### src/hdl/sequencing_read_stats_histogram_defines.svh
// Assertion macros shared by the histogram block
`ifndef SEQUENCING_READ_STATS_HISTOGRAM_DEFINES_SVH
`define SEQUENCING_READ_STATS_HISTOGRAM_DEFINES_SVH

// Same-cycle implication, disabled in reset
`define SRSH_ASSERT_NOW(lbl, ante, cons, msg) \
  lbl: assert property (@(posedge clk) disable iff (!rst_n) (ante) |-> (cons)) else $error(msg);

// Next-cycle implication, disabled in reset
`define SRSH_ASSERT_NEXT(lbl, ante, cons, msg) \
  lbl: assert property (@(posedge clk) disable iff (!rst_n) (ante) |=> (cons)) else $error(msg);

`endif

### src/hdl/srsh_pkg.sv
package srsh_pkg;

  localparam logic [2:0] SEL_QUAL  = 3'd0;
  localparam logic [2:0] SEL_BASE  = 3'd1;
  localparam logic [2:0] SEL_GC    = 3'd2;
  localparam logic [2:0] SEL_MEANQ = 3'd3;
  localparam logic [2:0] SEL_LEN   = 3'd4;

  localparam logic [2:0] NUC_C = 3'd1;
  localparam logic [2:0] NUC_G = 3'd2;
  localparam logic [2:0] NUC_N = 3'd4;
  localparam int NUC_CODES = 5;

  localparam int SAT9     = 511;
  localparam int MEAN_MAX = 255;

  typedef struct packed {
    logic       mode;
    logic [2:0] nucleotide;
    logic [7:0] quality;
    logic       last_base;
    logic [2:0] table_select;
    logic [7:0] position_index;
    logic [8:0] bin_index;
  } in_word_t;

  typedef struct packed {
    logic        read_done;
    logic [8:0]  read_length;
    logic [8:0]  gc_count;
    logic [7:0]  mean_quality;
    logic        overflow_flag;
    logic [31:0] count_value;
  } out_word_t;

  typedef enum logic [1:0] {
    K_PUSH,
    K_READ,
    K_ZERO
  } kind_t;

  typedef struct packed {
    kind_t      kind;
    logic [2:0] nuc;
    logic [7:0] qbin;
    logic [7:0] qual;
    logic       last;
    logic [2:0] sel;
    logic [7:0] pos;
    logic [8:0] bin;
  } cmd_t;

endpackage

### src/hdl/srsh_front.sv
module srsh_front #(
  parameter int MAX_READ_LEN = 256,
  parameter int QUALITY_BINS = 256
) (
  input  logic             clk,
  input  logic             rst_n,
  input  logic             in_valid,
  output logic             in_ready,
  input  srsh_pkg::in_word_t in_data,
  input  logic             clearing,
  output logic             q_valid,
  output srsh_pkg::cmd_t   q_head,
  input  logic             q_pop
);
  import srsh_pkg::*;
  `include "sequencing_read_stats_histogram_defines.svh"

  cmd_t       slot_r [2];
  logic       wr_ptr_r, rd_ptr_r;
  logic [1:0] cnt_r;
  cmd_t       cmd;
  logic       in_range;
  logic       push;

  always_comb begin
    unique case (in_data.table_select)
      SEL_QUAL:  in_range = (in_data.position_index < MAX_READ_LEN) &&
                            (in_data.bin_index < QUALITY_BINS);
      SEL_BASE:  in_range = (in_data.position_index < MAX_READ_LEN) &&
                            (in_data.bin_index < NUC_CODES);
      SEL_GC:    in_range = (in_data.bin_index <= MAX_READ_LEN);
      SEL_MEANQ: in_range = (in_data.bin_index < QUALITY_BINS);
      SEL_LEN:   in_range = (in_data.bin_index <= MAX_READ_LEN);
      default:   in_range = 1'b0;
    endcase
    cmd.kind = in_data.mode ? (in_range ? K_READ : K_ZERO) : K_PUSH;
    cmd.nuc  = (in_data.nucleotide > NUC_N) ? NUC_N : in_data.nucleotide;
    cmd.qbin = (in_data.quality >= QUALITY_BINS) ? 8'(QUALITY_BINS - 1) : in_data.quality;
    cmd.qual = in_data.quality;
    cmd.last = in_data.last_base;
    cmd.sel  = in_data.table_select;
    cmd.pos  = in_data.position_index;
    cmd.bin  = in_data.bin_index;
  end

  assign in_ready = (cnt_r != 2'd2) && !clearing;
  assign push     = in_valid && in_ready;
  assign q_valid  = (cnt_r != 2'd0);
  assign q_head   = slot_r[rd_ptr_r];

  always_ff @(posedge clk) begin
    if (push) begin
      slot_r[wr_ptr_r] <= cmd;
    end
    if (!rst_n) begin
      wr_ptr_r <= 1'b0;
      rd_ptr_r <= 1'b0;
      cnt_r    <= 2'd0;
    end else begin
      if (push) wr_ptr_r <= !wr_ptr_r;
      if (q_pop) rd_ptr_r <= !rd_ptr_r;
      cnt_r <= cnt_r + 2'(push) - 2'(q_pop);
    end
  end

  `SRSH_ASSERT_NOW(a_cnt_bound, 1'b1, cnt_r <= 2'd2, "queue count out of range")
  `SRSH_ASSERT_NOW(a_pop_nonempty, q_pop, cnt_r != 2'd0, "pop from empty queue")
  `SRSH_ASSERT_NOW(a_stall_full, !in_ready && !clearing, cnt_r == 2'd2, "stall without full queue")

endmodule

### config.mk
export PLATFORM = sky130hd
export DESIGN_NAME = srsh_front
export DESIGN_NICKNAME = d
export VERILOG_FILES = /design/src/hdl/srsh_pkg.sv /design/src/hdl/srsh_front.sv
export VERILOG_INCLUDE_DIRS = /design/src /design/src/hdl
export SDC_FILE = /design/constraint.sdc
export NUM_CORES = 1
export LEC_CHECK = 0
export BUFFER_PORTS_ARGS = -buffer_cell sky130_fd_sc_hd__buf_2
export CAP_MARGIN = 0
export CORE_MARGIN = 8
export CORE_UTILIZATION = 50
export DETAILED_ROUTE_END_ITERATION = 8
export PLACE_DENSITY = 0.82
export SETUP_SLACK_MARGIN = 0.02
export SKIP_LAST_GASP = 1
export SLEW_MARGIN = 15
export SYNTH_ARGS = -nofsm -noshare
export SYNTH_HDL_FRONTEND = slang
export SYNTH_SLANG_ARGS = --single-unit
### constraint.sdc
create_clock -name clk -period 3.1 [get_ports clk]
set_input_delay 0.31 -clock clk [delete_from_list [all_inputs] [get_ports clk]]
set_output_delay 0.31 -clock clk [all_outputs]
set_load 0.05 [all_outputs]
Word-level counts from Yosys, hierarchy flattened
Memories as Yosys holds them, arrays and structs flattened. A register that Yosys moved wholly into a read port is not among the register bits.
Cells that the tools add are included.
Storage, ports and cells
  bits in registers: 4
  RAM bits: 84
  bits of input ports: 38
  output and inout port bits: 44
  word-level logic and storage cells: 32
  memories: 1
Memories
  slot_r: words 2, bits a word 42, read ports 1, clocked after Yosys merged registers in 1, write ports 1, line srsh_front.sv:18  | cmd_t slot_r [2];
Cells by class
  add/sub/neg operators: 2
  $lt $le $gt $ge: 4
  eq/ne operators: 5
  multiplexer cells: 8
  reductions and logical operators: 9
Operators with widths (count)
  $le 9x9->1 const B: 1
  $lt 9x3->1 const B: 1
  $lt 9x9->1 const B: 1
  $eq 3x2->1 const B: 2
  $mux 1: 4
  $mux 2: 2
  $reduce_or 2->1: 2
  $eq 3x1->1 const B: 1
  $eq 3x3->1 const B: 1
  $gt 3x3->1 const B: 1
  $logic_not 1->1: 3
  $logic_not 3->1: 1
  $mux 3: 1
  $pmux 1 s3: 1
  $add 2x1->2: 1
  $logic_and 1x1->1: 2
  $ne 2x2->1 const B: 1
  $reduce_bool 2->1: 1
  $sub 2x1->2: 1

Depth between registers and ports, before layout
  word-level depth: 5
  gate-level depth with buffers: 8
  mapped depth without buffers: 8

Worst setup path after synthesis
Ideal clock, no wire load.
  kind: reg2reg
  start: reg cnt_r[1]
  end: mem slot_r[1][0] (netlist name), enable pin
  setup time: 0.394 ns
  arrival time: 2.129 ns
  required time: 2.706 ns
  slack: 0.576 ns
  stages on the path, launching flop included: 4
  buffers on the path: 0
  clock period less this slack: 2.524 ns
  cell sequence: dfxtp_1 > nor2b_1 > nor2_1 > and3_1
On the way
  word-level cells in the longest chain between the ends: 5
RTL lines
  start: declaration: line srsh_front.sv:20  | logic [1:0] cnt_r;
  start signal: assignment: line srsh_front.sv:62  | cnt_r <= cnt_r + 2'(push) - 2'(q_pop);
  $ne 2x2->1: line srsh_front.sv:46  | assign in_ready = (cnt_r != 2'd2) && !clearing;
  $logic_and 1x1->1: line srsh_front.sv:46
  net in_ready: line srsh_front.sv:8  | output logic in_ready,
  $logic_and 1x1->1: line srsh_front.sv:47  | assign push = in_valid && in_ready;
  $mux 1: line srsh_front.sv:52  | if (push) begin
  $mux 1 (implied by the code): line srsh_front.sv:53  | slot_r[wr_ptr_r] <= cmd;
  end: declaration: line srsh_front.sv:18
The timed path passes the listed nets, and every way through them passes these cells.

==> reports/results.ini <==
[floorplanning]
die_h_um=91.29
rows=27
io_pins=82
start_util_pct=51.47
coreArea_sq_um=5507
die_x_um=91.29
dieArea_sq_um=8333

[setup_path]
rrSetupSlack_ns=1.29
cp-endpoint=q_head[25]
slowest_delay_ns=0.56
path_max_fanout=26
rr_endpoint=cnt_r[1]$_SDFF_PN0_
r2r-start=cnt_r[1]$_SDFF_PN0_
crit_chain=buf_4 > mux2_2 > buf_2
r2r_cells=8
worstSetupPathType=flop to primary output
cp_slowest_cell=dfxtp_1
start_kind=flop
worstPathArrival_ns=1.92
cp.required_ns=2.79
cp-end-kind=primary output

[route]
drt_first_iter_violations=74
vias_per_cell=5.013
dr_total_vias=1559
detail-route-antenna-nets=0
dr.pass1.iters=4
route.detailed.drc=0
wire_per_inst_um=16.58
wirelength_um=5157

[clock_tree]
cts_max_level=3
post_cts_resized=0
worst_skew_pair.late_latency_ns=0.33
cts.sinks=73
cts-buffers-inserted=9
cts_buffer_depth=2
clockRootBuffer=clkbuf_8
cts_tree=yes
cts_setup_buffers=0
clk_pin_slew_ns=0.08
cts_hold_buf=0

[synthesis]
yosys.cell_count.top_type=edfxtp_1
synth_edf_count=68
synth_area_leader_cell=edfxtp_1
synth_ff_type=edfxtp_1
ys_types=25
synth_seq_cells=73
synthCells=153
synth.avg_cell_area_sq_um=18.52
synth_area_leaders=edfxtp_1 (72%), mux2_2 (14%), dfxtp_1 (3.5%)
yosys_warnings=0
syn_nets=193
syn_area_sq_um=2834
async_flop_share_pct=0
yosysSeqAreaShare_pct=75.58
netlist_top_cells_count=edfxtp_1 (68), mux2_2 (34), buf_4 (8), dfxtp_1 (5)
synth_top_area_share_pct=72.05

[finish]
fillers=416
finalCoreUtilization_pct=63.24
final_nets=274
area_growth_pct=22.87
final-seq-area_sq_um=2142
drive_gt1_share_pct=57.32
n_antenna_cell=0
final_area_sq_um=3482
multi_input_area_sq_um=595.6

[sta]
rsz0062_at_grt=no
max_freq_mhz=449.0
slew_headroom_pct=44.53
fin_crit_ns=2.227
hold_violations=0
tightest_slew_ns=0.8320
setup_viol=0
fin_crit_sh_pct=71.85
drv_slew=0
finClkSkew_ns=0.008661
tns_ns=0
worst_slack_ns=0.8728

[global_routing]
grt_max_degree=35
grt_antenna_before_repair=0
grt_usage_pct=12.52
overflow=0
grt_pass1_vias=1669
grt_pass1_wl_um=8073

[flow_run]
max_cap_violations=0

[place]
place_area_sq_um=3263
port_buffers=81
place_ws_ns=1.219
hpwl_um=3559
place_congestion=0.7343

[pwr]
p_per_area_nw_per_um2=681.7
vdd_ir_drop_max_mv=0.3733
p_leak_nw=1.327
power_mw=2.374

[run_status]
status=completed

[min_path]
min_path_type=primary input to flop

-- sequential cells by signal, indices dropped and copies added, names as in the netlist, named ones only --
| signal | flops |
|---|---|
| wr_ptr_r | 1 |
| cnt_r | 2 |
| slot_r | 68 |
| rd_ptr_r | 1 |
-- logic make-up (layout without fill, tap and decap cells) --
group                      after synthesis  after routing  share of synthesized area, %
AOI/OAI and AO/OA                        7              7                         2.208
adders and majority gates                2              2                        0.8829
xor gates and xnor gates                 3              3                        0.9273
buffers and inverters                   17            103                         3.444
DFF                                     73             73                         75.59
muxes                                   34             34                         13.51
and+or+nand+nor                         17             17                         3.443
-- power breakdown --
group | total (mW) | switching (mW) | internal, mW
sequential | 1.15 | 0.0173 | 1.13
clock | 0.790 | 0.340 | 0.451
combinational | 0.436 | 0.314 | 0.122
total | 2.37 | 0.671 | 1.70
-- placed cells by master, fill, tap and decap left out, types with 2 or more instances in the layout --
master      Yosys  layout
and2_1          2       2
buf_2           3      81
buf_4           8       2
bufinv_16       0       2
clkbuf_8        0       9
clkinvlp_4      0       4
dfxtp_1         5       5
edfxtp_1       68      68
ha_1            2       2
inv_1           4       4
mux2_2         34      34
nor2_1          4       4
nor2b_1         4       4
or4_1           2       2
xnor2_1         2       2
-- critical path, delay by kind of cell (launching register included) --
kind / cells / cell delay, ns
buffers and inverters: 2 / 0.62
muxes: 1 / 0.39
DFF: 1 / 0.56
-- routing by layer --
layer,track usage [%],wire length (um)
met1,13.25,2067
met2,20.19,2562
met3,6.173,420
met4,6.685,106
met5,0,0
-- through the flow --
stage | instances | hold slack (ns)
2_1_floorplan | 153 | 0.4089
3_3_place_gp | 295 | 0.4675
3_5_place_dp | 295 | 0.4755
4_1_cts | 311 | 0.1432
5_1_grt | 311 | 0.1338
6_report | 311 | 0.1620
-- layout make-up --
cell class                      count  share of cell area, %
Clock buffer                        9                  3.557
Clock inverter                      7                  2.731
Inverter                            4                 0.4312
Multi-Input combinational cell     63                  17.10
Sequential cell                    73                  61.52
Tap cell                           72                  2.587
Timing Repair Buffer               83                  12.07
-- worst min-delay path by stage --
stage / startpoint / to / slack, ns / cells after the start
5_1_grt: in_data[27] / slot_r[0][35]$_DFFE_PP_ / 0.13 / 1
6_report: in_data[11] / slot_r[0][11]$_DFFE_PP_ / 0.16 / 1
2_1_floorplan: in_data[0] / slot_r[0][0]$_DFFE_PP_ / 0.41 / 0
3_5_place_dp: wr_ptr_r$_SDFFE_PN0P_ / wr_ptr_r$_SDFFE_PN0P_ / 0.48 / 2
3_3_place_gp: wr_ptr_r$_SDFFE_PN0P_ / wr_ptr_r$_SDFFE_PN0P_ / 0.47 / 2
4_1_cts: in_data[13] / slot_r[1][13]$_DFFE_PP_ / 0.14 / 1
No activity file was read; power rests on OpenSTA's default activity.
